<file path="src/rtl/core/multicast_replier_selector_core_macros.svh">
// assertion macros shared by the replier selector rtl
`ifndef MULTICAST_REPLIER_SELECTOR_CORE_MACROS_SVH
`define MULTICAST_REPLIER_SELECTOR_CORE_MACROS_SVH

// same-cycle implication on the block clock, off during reset
`define MRS_ASSERT_IMP(label, ante, cons, msg) \
   label: assert property (@(posedge clock) disable iff (reset) (ante) |-> (cons)) \
      else $error(msg);

// next-cycle implication on the block clock, off during reset
`define MRS_ASSERT_NXT(label, ante, cons, msg) \
   label: assert property (@(posedge clock) disable iff (reset) (ante) |=> (cons)) \
      else $error(msg);

`endif

</file>
<file path="src/rtl/core/mrs_pkg.sv">
package mrs_pkg;

   // default number of router interfaces
   localparam int IFACE_COUNT_DEF = 1024;

   // replier cost that stands for infinity
   localparam logic [19:0] COST_INFINITY = 20'd1000000;

   localparam int REQ_TDATA_W = 224;
   localparam int RSP_TDATA_W = 168;
   localparam int CSR_INDEX_W = 2;
   localparam int CSR_DATA_W  = 31;

   // packet type carried in the request tuser
   typedef enum logic [2:0] {
      MODE_SRC_REFRESH = 3'd0,
      MODE_REFRESH     = 3'd1,
      MODE_REQUEST     = 3'd2,
      MODE_DMCAST      = 3'd3,
      MODE_LEAVE       = 3'd4,
      MODE_SETUP       = 3'd5,
      MODE_SPM         = 3'd6,
      MODE_LINKS       = 3'd7
   } mode_type;

   // forwarding action
   typedef enum logic [2:0] {
      ACT_NEXT  = 3'd0,
      ACT_UP    = 3'd1,
      ACT_DOWN  = 3'd2,
      ACT_LOCAL = 3'd3,
      ACT_LINK  = 3'd4,
      ACT_DROP  = 3'd5,
      ACT_ERROR = 3'd6
   } action_type;

   // kind of the chosen replier
   typedef enum logic [1:0] {
      KIND_NONE  = 2'd0,
      KIND_LOCAL = 2'd1,
      KIND_LINK  = 2'd2
   } kind_type;

   // configuration register indexes
   typedef enum logic [1:0] {
      CSR_AGENT_ENABLE = 2'd0,
      CSR_OWN_ADDRESS  = 2'd1,
      CSR_OWN_PORT     = 2'd2
   } csr_index_type;

   // request beat, first field in the lowest bits
   typedef struct packed {
      logic [5:0]         pad;
      logic [15:0]        src_port;
      logic signed [31:0] src_addr;
      logic [9:0]         tp_iface;
      logic signed [31:0] path_addr;
      logic signed [31:0] tp_addr;
      logic signed [16:0] carried_down_port;
      logic signed [31:0] carried_down_addr;
      logic [7:0]         ttl;
      logic [7:0]         hop_count;
      logic [19:0]        adv_cost;
      logic signed [10:0] in_iface;
   } req_fields_type;

   // result beat, first field in the lowest bits
   typedef struct packed {
      logic [5:0]         pad;
      logic               tree_link;
      logic               tp_fill;
      logic signed [16:0] down_port_out;
      logic signed [31:0] down_addr_out;
      logic signed [31:0] from_out;
      logic [7:0]         ttl_out;
      logic [7:0]         hop_count_out;
      logic signed [16:0] dest_port;
      logic signed [31:0] dest_addr;
      logic signed [10:0] out_iface;
      action_type         action;
   } rsp_fields_type;

endpackage

</file>
<file path="src/rtl/core/multicast_replier_selector_core.sv">
// Replier selector for light-weight reliable multicast: one control packet
// summary per request beat (packet type in tuser), one forwarding action per
// result beat. A beat is captured in an input register, then the agent state
// (replier, upstream, downstream agent, receiver flag) is read, updated and the
// rewritten header is written into the result register as the beat moves on;
// a new beat is taken every cycle while the result register is free or its
// result is taken. While a result waits one more beat is still taken into the
// input register; the input stalls only when both registers hold a beat and
// the result is not taken. Configuration must be written through
// csr_we/csr_index/csr_wdata only while no beat is in flight; the block
// itself does not enforce this.
`include "multicast_replier_selector_core_macros.svh"

module multicast_replier_selector_core #(
   parameter int IFACE_COUNT = mrs_pkg::IFACE_COUNT_DEF
) (
   input  logic                                 clock,
   input  logic                                 reset,
   // in_iface, adv_cost, hop_count, ttl, carried_down_addr, carried_down_port,
   // tp_addr, path_addr, tp_iface, src_addr, src_port
   input  logic [mrs_pkg::REQ_TDATA_W-1:0]      req_tdata,
   // mode
   input  logic [2:0]                           req_tuser,
   input  logic                                 req_tvalid,
   output logic                                 req_tready,
   // action, out_iface, dest_addr, dest_port, hop_count_out, ttl_out, from_out,
   // down_addr_out, down_port_out, tp_fill, tree_link
   output logic [mrs_pkg::RSP_TDATA_W-1:0]      rsp_tdata,
   output logic                                 rsp_tvalid,
   input  logic                                 rsp_tready,
   input  logic                                 csr_we,
   input  logic [mrs_pkg::CSR_INDEX_W-1:0]      csr_index,
   input  logic [mrs_pkg::CSR_DATA_W-1:0]       csr_wdata
);

   // configuration
   logic        agent_enable_ff;
   logic [30:0] own_address_ff;
   logic [15:0] own_port_ff;

   // pipeline
   logic                    in_valid_ff;
   mrs_pkg::req_fields_type in_data_ff;
   mrs_pkg::mode_type       in_mode_ff;
   logic                    out_valid_ff;
   mrs_pkg::rsp_fields_type out_data_ff;
   mrs_pkg::rsp_fields_type res_in;
   logic                    advance;

   // agent state
   mrs_pkg::kind_type  replier_kind_ff,  replier_kind_in;
   logic [15:0]        replier_port_ff,  replier_port_in;
   logic signed [10:0] replier_iface_ff, replier_iface_in;
   logic [19:0]        replier_cost_ff,  replier_cost_in;
   logic [7:0]         replier_dist_ff,  replier_dist_in;
   logic signed [31:0] upstream_addr_ff, upstream_addr_in;
   logic signed [31:0] down_addr_ff,     down_addr_in;
   logic signed [16:0] down_port_ff,     down_port_in;
   logic               have_receiver_ff, have_receiver_in;

   logic signed [31:0] own_addr_ext;
   logic signed [16:0] own_port_ext;
   logic [7:0]         hop1;
   logic               iface_local;
   logic               iface_ok;
   logic               tpif_ok;
   logic               same_iface;

   // send toward the upstream agent, error when it is unset
   function automatic mrs_pkg::rsp_fields_type go_up(
      input mrs_pkg::rsp_fields_type r,
      input logic signed [31:0]      up,
      input logic signed [31:0]      own
   );
      mrs_pkg::rsp_fields_type o;
      o = r;
      if (up[31]) begin
         o.action = mrs_pkg::ACT_ERROR;
      end else begin
         o.action    = mrs_pkg::ACT_UP;
         o.dest_addr = up;
         o.from_out  = own;
      end
      return o;
   endfunction

   // handshake
   assign advance    = in_valid_ff && (!out_valid_ff || rsp_tready);
   assign req_tready = !in_valid_ff || advance;
   assign rsp_tvalid = out_valid_ff;
   assign rsp_tdata  = out_data_ff;

   // derived operands
   assign own_addr_ext = {1'b0, own_address_ff};
   assign own_port_ext = {1'b0, own_port_ff};
   assign hop1         = (in_data_ff.hop_count == 8'hFF) ? 8'hFF
                                                         : in_data_ff.hop_count + 8'd1;
   assign iface_local  = in_data_ff.in_iface[10];
   assign iface_ok     = !iface_local &&
                         ({22'd0, in_data_ff.in_iface[9:0]} < 32'(IFACE_COUNT));
   assign tpif_ok      = {22'd0, in_data_ff.tp_iface} < 32'(IFACE_COUNT);
   assign same_iface   = replier_iface_ff == in_data_ff.in_iface;

   // per-packet decision and state update
   always_comb begin
      res_in               = '0;
      res_in.action        = mrs_pkg::ACT_NEXT;
      res_in.out_iface     = '1;
      res_in.dest_addr     = '1;
      res_in.dest_port     = '1;
      res_in.hop_count_out = in_data_ff.hop_count;
      res_in.ttl_out       = in_data_ff.ttl;
      res_in.from_out      = in_data_ff.path_addr;
      res_in.down_addr_out = in_data_ff.carried_down_addr;
      res_in.down_port_out = in_data_ff.carried_down_port;

      replier_kind_in  = replier_kind_ff;
      replier_port_in  = replier_port_ff;
      replier_iface_in = replier_iface_ff;
      replier_cost_in  = replier_cost_ff;
      replier_dist_in  = replier_dist_ff;
      upstream_addr_in = upstream_addr_ff;
      down_addr_in     = down_addr_ff;
      down_port_in     = down_port_ff;
      have_receiver_in = have_receiver_ff;

      if (agent_enable_ff) begin
         case (in_mode_ff)
            mrs_pkg::MODE_SRC_REFRESH: begin
               res_in.hop_count_out = hop1;
               res_in.action        = mrs_pkg::ACT_DROP;
               if (same_iface) begin
                  replier_cost_in = in_data_ff.adv_cost;
                  replier_dist_in = hop1;
               end else if (replier_cost_ff >= in_data_ff.adv_cost &&
                            replier_dist_ff > hop1) begin
                  replier_cost_in  = in_data_ff.adv_cost;
                  replier_dist_in  = hop1;
                  replier_iface_in = in_data_ff.in_iface;
                  if (iface_local) begin
                     replier_kind_in = mrs_pkg::KIND_LOCAL;
                     replier_port_in = in_data_ff.src_port;
                  end else begin
                     replier_kind_in = iface_ok ? mrs_pkg::KIND_LINK : mrs_pkg::KIND_NONE;
                  end
                  down_addr_in   = '1;
                  down_port_in   = '1;
                  res_in.ttl_out = (in_data_ff.ttl != 8'd0) ? in_data_ff.ttl - 8'd1 : 8'd0;
                  if (in_data_ff.ttl > 8'd1) begin
                     res_in.action = mrs_pkg::ACT_NEXT;
                  end
               end
            end
            mrs_pkg::MODE_REFRESH: begin
               res_in.hop_count_out = hop1;
               if (same_iface || replier_cost_ff > in_data_ff.adv_cost) begin
                  replier_cost_in  = in_data_ff.adv_cost;
                  replier_dist_in  = hop1;
                  replier_iface_in = in_data_ff.in_iface;
                  if (iface_local) begin
                     replier_kind_in  = mrs_pkg::KIND_LOCAL;
                     replier_port_in  = in_data_ff.src_port;
                     have_receiver_in = 1'b1;
                     down_addr_in     = '1;
                     down_port_in     = '1;
                  end else begin
                     down_addr_in         = in_data_ff.carried_down_addr;
                     down_port_in         = in_data_ff.carried_down_port;
                     res_in.down_addr_out = own_addr_ext;
                     res_in.down_port_out = own_port_ext;
                     replier_kind_in      = mrs_pkg::KIND_NONE;
                  end
                  res_in = go_up(res_in, upstream_addr_ff, own_addr_ext);
               end else begin
                  res_in.action = mrs_pkg::ACT_DROP;
               end
            end
            mrs_pkg::MODE_REQUEST: begin
               if (same_iface) begin
                  res_in = go_up(res_in, upstream_addr_ff, own_addr_ext);
               end else begin
                  res_in.tp_fill = (in_data_ff.tp_addr == '1);
                  if (replier_kind_ff == mrs_pkg::KIND_LOCAL) begin
                     res_in.action    = mrs_pkg::ACT_LOCAL;
                     res_in.out_iface = replier_iface_ff;
                     res_in.dest_port = {1'b0, replier_port_ff};
                  end else if (replier_kind_ff == mrs_pkg::KIND_LINK) begin
                     res_in.action    = mrs_pkg::ACT_LINK;
                     res_in.out_iface = replier_iface_ff;
                  end else if (down_addr_ff != '1 &&
                               in_data_ff.src_addr != down_addr_ff) begin
                     if (down_addr_ff[31]) begin
                        res_in.action = mrs_pkg::ACT_ERROR;
                     end else begin
                        res_in.action    = mrs_pkg::ACT_DOWN;
                        res_in.dest_addr = down_addr_ff;
                        res_in.dest_port = down_port_ff;
                        res_in.from_out  = own_addr_ext;
                     end
                  end else begin
                     res_in = go_up(res_in, upstream_addr_ff, own_addr_ext);
                  end
               end
            end
            mrs_pkg::MODE_DMCAST: begin
               if (tpif_ok) begin
                  res_in.action    = mrs_pkg::ACT_LINK;
                  res_in.out_iface = {1'b0, in_data_ff.tp_iface};
               end else begin
                  res_in.action = mrs_pkg::ACT_ERROR;
               end
            end
            mrs_pkg::MODE_LEAVE: begin
               if (same_iface) begin
                  down_addr_in     = '1;
                  down_port_in     = '1;
                  replier_kind_in  = mrs_pkg::KIND_NONE;
                  replier_cost_in  = mrs_pkg::COST_INFINITY;
                  replier_iface_in = '1;
                  res_in = go_up(res_in, upstream_addr_ff, own_addr_ext);
               end else begin
                  res_in.action = mrs_pkg::ACT_DROP;
               end
            end
            mrs_pkg::MODE_SETUP: begin
               if (iface_local) begin
                  replier_kind_in  = mrs_pkg::KIND_LOCAL;
                  replier_port_in  = in_data_ff.src_port;
                  replier_iface_in = in_data_ff.in_iface;
                  down_addr_in     = '1;
                  down_port_in     = '1;
                  replier_cost_in  = '0;
               end
               upstream_addr_in = in_data_ff.path_addr;
               res_in.from_out  = own_addr_ext;
            end
            mrs_pkg::MODE_SPM: begin
               if (upstream_addr_ff[31]) begin
                  upstream_addr_in = in_data_ff.path_addr;
                  res_in.from_out  = own_addr_ext;
               end
               res_in.action = mrs_pkg::ACT_DROP;
            end
            mrs_pkg::MODE_LINKS: begin
               res_in.tree_link = (in_data_ff.path_addr != own_addr_ext) && !have_receiver_ff;
               res_in.from_out  = own_addr_ext;
            end
            default: begin
               res_in.action = mrs_pkg::ACT_NEXT;
            end
         endcase
      end
   end

   // configuration registers
   always_ff @(posedge clock) begin
      if (reset) begin
         agent_enable_ff <= 1'b1;
         own_address_ff  <= '0;
         own_port_ff     <= '0;
      end else if (csr_we) begin
         case (mrs_pkg::csr_index_type'(csr_index))
            mrs_pkg::CSR_AGENT_ENABLE: agent_enable_ff <= csr_wdata[0];
            mrs_pkg::CSR_OWN_ADDRESS:  own_address_ff  <= csr_wdata;
            mrs_pkg::CSR_OWN_PORT:     own_port_ff     <= csr_wdata[15:0];
            default: begin
            end
         endcase
      end
   end

   // pipeline valids
   always_ff @(posedge clock) begin
      if (reset) begin
         in_valid_ff  <= 1'b0;
         out_valid_ff <= 1'b0;
      end else begin
         if (req_tready) begin
            in_valid_ff <= req_tvalid;
         end
         if (advance) begin
            out_valid_ff <= 1'b1;
         end else if (rsp_tready) begin
            out_valid_ff <= 1'b0;
         end
      end
   end

   // pipeline payload
   always_ff @(posedge clock) begin
      if (req_tvalid && req_tready) begin
         in_data_ff <= mrs_pkg::req_fields_type'(req_tdata);
         in_mode_ff <= mrs_pkg::mode_type'(req_tuser);
      end
      if (advance) begin
         out_data_ff <= res_in;
      end
   end

   // agent state, committed when a beat moves to the result register
   always_ff @(posedge clock) begin
      if (reset) begin
         replier_kind_ff  <= mrs_pkg::KIND_NONE;
         replier_port_ff  <= '0;
         replier_iface_ff <= '1;
         replier_cost_ff  <= mrs_pkg::COST_INFINITY;
         replier_dist_ff  <= '0;
         upstream_addr_ff <= '1;
         down_addr_ff     <= '1;
         down_port_ff     <= '1;
         have_receiver_ff <= 1'b0;
      end else if (advance) begin
         replier_kind_ff  <= replier_kind_in;
         replier_port_ff  <= replier_port_in;
         replier_iface_ff <= replier_iface_in;
         replier_cost_ff  <= replier_cost_in;
         replier_dist_ff  <= replier_dist_in;
         upstream_addr_ff <= upstream_addr_in;
         down_addr_ff     <= down_addr_in;
         down_port_ff     <= down_port_in;
         have_receiver_ff <= have_receiver_in;
      end
   end

   // checks
   `MRS_ASSERT_IMP(a_link_iface, replier_kind_ff == mrs_pkg::KIND_LINK,
      !replier_iface_ff[10], "link replier without a real interface")
   `MRS_ASSERT_IMP(a_stall_cause, !req_tready,
      in_valid_ff && out_valid_ff && !rsp_tready, "input stalled without a waiting result")
   `MRS_ASSERT_NXT(a_disabled_pass, advance && !agent_enable_ff,
      out_data_ff.action == mrs_pkg::ACT_NEXT, "disabled agent did not pass to next hop")
   `MRS_ASSERT_NXT(a_receiver_sticky, have_receiver_ff,
      have_receiver_ff, "receiver flag cleared outside reset")

endmodule
</file>
<file path="config.mk">
export PLATFORM = sky130hd
export DESIGN_NAME = multicast_replier_selector_core
export DESIGN_NICKNAME = d
export VERILOG_FILES = /design/src/rtl/core/mrs_pkg.sv /design/src/rtl/core/multicast_replier_selector_core.sv
export VERILOG_INCLUDE_DIRS = /design/src /design/src/rtl/core
export SDC_FILE = /design/constraint.sdc
export NUM_CORES = 1
export LEC_CHECK = 0
export ABC_AREA = 0
export ABC_CLOCK_PERIOD_IN_PS = 6400
export BUFFER_PORTS_ARGS = -buffer_cell sky130_fd_sc_hd__buf_2
export CELL_PAD_IN_SITES_DETAIL_PLACEMENT = 2
export CELL_PAD_IN_SITES_GLOBAL_PLACEMENT = 2
export CORE_ASPECT_RATIO = 0.8
export CORE_MARGIN = 2
export CORE_UTILIZATION = 33
export DETAILED_ROUTE_END_ITERATION = 7
export PLACE_DENSITY = 0.77
export SKIP_LAST_GASP = 1
export SLEW_MARGIN = 20
export SYNTH_ARGS = -nofsm -noshare
export SYNTH_HDL_FRONTEND = slang
export SYNTH_SLANG_ARGS = --single-unit
</file>
<file path="constraint.sdc">
create_clock -name clock -period 6.4 [get_ports clock]
set_clock_uncertainty 0.05 [all_clocks]
set_input_delay 0.64 -clock clock [delete_from_list [all_inputs] [get_ports clock]]
set_output_delay 0.64 -clock clock [all_outputs]
set_load 0.02 [all_outputs]
</file>
; After elaboration in Yosys (flattened, before gate mapping)
; Index checks and enable logic that the tools add are counted.
[word_totals]
ff_bits = 578
output_inout_bits = 170
[op_classes]
addsub = 2
magnitude_cmp = 4
n_eq_ne = 24
n_mux = 85
n_reduce_logical = 30
[ops]
columns = operator, n
row1 = 2-to-1 mux 32 bit, 13
row2 = 2-to-1 mux 161 bit, 1
row3 = 2-to-1 mux 160 bit, 1
row4 = case mux 32 bit (5 select lines), 1
row5 = 2-to-1 mux 157 bit, 1
row6 = case mux 50 bit (3 select lines), 1
row7 = 2-to-1 mux 49 bit, 3
row8 = case mux 49 bit (3 select lines), 1
row9 = case mux 32 bit (4 select lines), 1
row10 = 2-to-1 mux 17 bit, 7
row11 = 2-to-1 mux 108 bit, 1
row12 = 2-to-1 mux 20 bit, 5
row13 = 2-to-1 mux 97 bit, 1
row14 = case mux 11 bit (4 select lines), 2
row15 = case mux 20 bit (4 select lines), 1
row16 = case mux 17 bit (4 select lines), 1
row17 = 2-to-1 mux 16 bit, 4
row18 = != test 32 bit, 2
row19 = case mux 16 bit (4 select lines), 1
row20 = case mux 32 bit (2 select lines), 1
row21 = 2-to-1 mux 8 bit, 7
row22 = 2-to-1 mux 11 bit, 5
row23 = 2-to-1 mux 48 bit, 1
row24 = case mux 16 bit (3 select lines), 1
row25 = other kinds (43), 82

; Logic depth before layout (Yosys ltp)
[depth]
word_depth = 8
ltp_mapped = 16
depth_no_buf = 13

; Least setup slack after synthesis
; No wires, ideal clock.
[synth_path]
path_kind = in2reg
from = input rsp_tready
to = register in_data_ff (netlist bit iface_local), enable pin
setup_time_ps = 609
arrival_time_ps = 5954
required_ps = 5741
setup_slack_ps = -214
path_stages = 3
path_buffers = 0
path_cell_list = nor2b_1 nand2_1 and2_1
[synth_via]
elab_chain_len = 4
[synth_rtl]
columns = item, line
row1 = "start, declared", multicast_replier_selector_core.sv:30  ; input logic rsp_tready,
row2 = logical OR 1 bit, multicast_replier_selector_core.sv:88  ; assign advance = in_valid_ff && (!out_valid_ff || rsp_tready);
row3 = logical AND 1 bit, multicast_replier_selector_core.sv:88
row4 = logical OR 1 bit, multicast_replier_selector_core.sv:89  ; assign req_tready = !in_valid_ff || advance;
row5 = net req_tready, multicast_replier_selector_core.sv:25  ; output logic req_tready,
row6 = logical AND 1 bit, multicast_replier_selector_core.sv:291  ; if (req_tvalid && req_tready) begin
row7 = "end signal, assigned", multicast_replier_selector_core.sv:292  ; in_data_ff <= mrs_pkg::req_fields_type'(req_tdata);
row8 = "end, declared", multicast_replier_selector_core.sv:43  ; mrs_pkg::req_fields_type in_data_ff;
; The timed path passes the listed nets, and every way through them passes these cells.
; A chain may end at the register's enable or synchronous reset.

; Final worst setup path
[layout_path]
from = register in_data_ff[31] (netlist name)
to = register replier_kind_ff[1]
[layout_via]
elab_chain_len = 6
elab_cells_between_ends = 7
classes_between = add/sub (1) / order compare (1) / eq/ne (2) / mux (1) / reduce/logical (2)
[layout_rtl]
columns = item, line
row1 = adder 8 x 1 -> 8 bit or equality test 8 bit (tied branches), "multicast_replier_selector_core.sv:97, multicast_replier_selector_core.sv:96"
row2 = 2-to-1 mux 8 bit *, multicast_replier_selector_core.sv:96  ; assign hop1 = (in_data_ff.hop_count == 8'hFF) ? 8'hFF
row3 = greater-than comparator 8 bit *, multicast_replier_selector_core.sv:136  ; replier_dist_ff > hop1) begin
row4 = logical AND 1 bit *, multicast_replier_selector_core.sv:135  ; end else if (replier_cost_ff >= in_data_ff.adv_cost &&
row5 = != test 2 bit (no source line) *, --
row6 = AND reduction 8 bit (no source line) *, --
row7 = "end signal, assigned", multicast_replier_selector_core.sv:303  ; replier_kind_ff <= mrs_pkg::KIND_NONE;
row8 = "end signal, assigned", multicast_replier_selector_core.sv:313  ; replier_kind_ff <= replier_kind_in;
row9 = "end, declared", multicast_replier_selector_core.sv:51  ; mrs_pkg::kind_type replier_kind_ff, replier_kind_in;
; Mark *: on every way between the ends. The rest lies on a longest branch, timed or not.

==> impl_metrics.py <==
metrics = {
    "route": {
        "vias": 20809,
        "drc_errors": 0,
        "wl_um": 103000,
        "routed_via_density": 5.68,
        "routedWlPerCell_um": 28.0,
        "drt_iter0_markers": 1689,
        "final_antenna_net_count": 0,
        "drt_first_pass_iters": 5,
    },
    "clock_tree": {
        "clock_latency_ns": 0.67,
        "htree_levels": 2,
        "holdBufCountCts": 0,
        "clock-root-buffer": "clkbuf_16",
        "post_cts_buffers": 0,
        "cts_resized": 0,
        "tritoncts": "done",
        "tritoncts.num_buffers": 61,
        "clk_path_buf_depth": 3,
        "clk_pin_slew_ns": 0.07,
        "clkSinkCount": 572,
    },
    "worst_hold_path": {
        "min_path_cells": 1,
        "hp-class": "input pin to flip-flop",
    },
    "pwr": {
        "power.leakage_nw": 10.6,
        "vdd_ir_drop_max_mv": 0.205,
        "p_total_mw": 8.80,
        "cellPowerDensity_mw_per_mm2": 290,
    },
    "cells_and_area": {
        "layout.nets": 2889,
        "fin_cells": 3663,
        "area.growth.synth_to_final_pct": 20.1,
        "drive_gt1_frac": 0.237,
    },
    "global_route": {
        "grt_pass1_vias": 21924,
        "antenna_found_initial": 18,
        "grt_max_degree": 133,
        "grt_pass1_wl_um": 149000,
        "track_usage": 0.253,
        "grt_overflow": 0,
    },
    "worst_setup_path": {
        "cp-end-kind": "flip-flop",
        "crit_type": "flip-flop to flip-flop",
        "cpPeakStageDelay_ns": 0.74,
        "worst-r2r-cell-count": 14,
        "crit_top_cell": "o21ai_0",
        "cp-start-kind": "flip-flop",
        "cp.required_ns": 6.92,
        "path_depth": 14,
        "slowest_stage": "o211a_1",
        "crit_chain": "ha_1, and3_1, and3_1, nor2_1, ha_1, a21oi_1, o21ai_0, o211ai_1, nor3_1, o21ai_0, o211a_1, buf_4, o21ai_0, a21oi_1",
        "cp.arrival_ns": 5.29,
        "cp_max_fo": 33,
        "crit_buf_inv": 1,
        "critPathTopFamily": "compound AO/OA/AOI/OAI gates",
    },
    "placed_design": {
        "io_buffers": 422,
        "dpl.hpwl_um": 71800,
        "dp_cells": 3541,
        "gp_congestion": 0.883,
    },
    "logic_synthesis": {
        "synth_edf_count": 383,
        "yosys.area.top_type": "edfxtp_1",
        "synthTopCellsByArea": "edfxtp_1 46%, dfxtp_1 15%, nand2_1 4.5%, xor2_1 2.6%, mux2i_1 2.6%",
        "synth_commonest_cells": "383 x edfxtp_1, 301 x nand2_1, 189 x dfxtp_1, 146 x clkbuf_1, 128 x nor2_1",
        "synth.most_common_cell": "edfxtp_1",
        "syn_inst": 2242,
        "syn_avg_cell_area_um2": 11.3,
        "ys.flop_type": "edfxtp_1",
        "synth_cell_type_count": 68,
        "synth-warning-count": 0,
        "ys_seq_area_frac": 0.605,
        "yosys.area.top_type_share": 0.455,
        "async_reset_ff_frac": 0,
        "syn_area_mm2": 0.0253,
        "ys_ff_latch": 572,
    },
    "timing": {
        "max_slew_margin": 0.235,
        "fmaxAchievable_mhz": 209,
        "fin_crit_sh": 0.746,
        "rsz0062_at_grt": "no",
        "tightest_slew_ns": 1.14,
        "hold_viol": 0,
        "fin_crit_ns": 4.77,
        "slew_viol_final": 0,
        "setup_viol": 0,
        "finalSetupTns_ns": 0,
    },
    "floorplanning": {
        "dieArea_mm2": 0.0788,
        "start_util": 0.334,
        "pin_count": 435,
        "core_area_mm2": 0.0756,
        "rows": 90,
        "die_h_um": 252,
        "die_w_um": 313,
    },
    "run_status": {
        "status": "complete, no violations",
    },
    "flow_run": {
        "max_cap_viol_count": 0,
    },
}
[layout by cell type (no fill, tap or decap), types with 51 or more instances in the layout]
cell type,synthesis,layout
a211oi_1,54,54
a21oi_1,116,115
buf_2,10,421
clkbuf_16,0,61
dfxtp_1,189,188
edfxtp_1,383,383
inv_1,53,52
mux2_2,51,51
mux2i_1,65,65
nand2_1,301,301
nand3_1,54,54
nor2_1,128,123
nor3_1,61,57
o211ai_1,65,65
o21ai_0,114,113
xor2_1,76,76
[power by group]
| part | leakage (nW) | internal, mW | switching [mW] |
|---|---|---|---|
| clock network | 0.970 | 2.01 | 1.58 |
| registers | 5.11 | 4.14 | 0.169 |
| logic | 4.54 | 0.290 | 0.603 |
| total | 10.6 | 6.45 | 2.36 |
[metal layers]
layer  GRT usage  up-vias  part of all wire
met3      0.0478      167             0.068
met4      0.0716       20             0.026
met2       0.403      711              0.46
met1       0.351    10781              0.44
li1            -     9130                 -
met5           0        -            0.0012
[worst register-to-register path, stage by stage, from the launching register on]
cell,delay (ns)
edfxtp_1,0.49
ha_1,0.28
and3_1,0.24
and3_1,0.25
nor2_1,0.29
ha_1,0.31
a21oi_1,0.17
o21ai_0,0.10
o211ai_1,0.52
nor3_1,0.09
o21ai_0,0.38
o211a_1,0.74
buf_4,0.47
o21ai_0,0.16
a21oi_1,0.18
[worst paths after layout]
path / endpoint / slack (ns) / startpoint
max: replier_kind_ff[1]$_SDFFE_PP0P_ / 1.63 / in_data_ff[31]$_DFFE_PP_
max reg2reg: replier_kind_ff[1]$_SDFFE_PP0P_ / 1.63 / in_data_ff[31]$_DFFE_PP_
min: in_data_ff[72]$_DFFE_PP_ / 0.09 / req_tdata[72]
min reg2reg: own_port_ff[14]$_SDFFE_PP0P_ / 0.41 / own_port_ff[14]$_SDFFE_PP0P_
[final cells by class]
class,count,area (um^2)
fill,7906,45200
timing repair buffer,459,2450
clock buffer,77,1610
inverter,55,206
tap,1012,1270
antenna,6,15.0
multi-input combinational,1444,9160
sequential,572,15300
clock inverter,38,363
[flip-flops by register name, indices dropped and copies added (netlist names)]
register / cells
replier_cost_ff: 20
have_receiver_ff: 1
replier_port_ff: 16
agent_enable_ff: 1
own_port_ff: 16
in_valid_ff: 1
own_address_ff: 31
upstream_addr_ff: 32
down_addr_ff: 32
replier_kind_ff: 2
in_data_ff: 217
down_port_ff: 17
iface_local: 1
rsp_tvalid: 1
replier_dist_ff: 8
rsp_tdata: 162
in_mode_ff: 3
replier_iface_ff: 11
[cell families (layout without fill, tap and decap cells)]
group           Yosys count  after routing  share of synthesized area
mux                     116            116                     0.0485
other cells               1             12                   0.000148
flops                   572            572                      0.605
buf+inv                 231            629                     0.0366
fa+ha+maj                32             32                     0.0157
xor+xnor                 78             78                     0.0270
simple gates            658            658                      0.116
compound gates          554            554                      0.151
[per-stage QoR]
| step | util | setup WS (ns) | instance area [um^2] | hold WS, ns |
|---|---|---|---|---|
| 3_5_place_dp | 0.375 | 1.65 | 28300 | 0.407 |
| 6_report | 0.402 | 1.63 | 30400 | 0.0890 |
| 4_1_cts | 0.401 | 1.60 | 30300 | 0.0603 |
| 3_3_place_gp | 0.375 | 1.81 | 28300 | 0.390 |
| 5_1_grt | 0.402 | 1.22 | 30400 | 0.0779 |
| 2_1_floorplan | - | 1.37 | 25300 | 0.378 |
Power figures use the tool's default switching activity.
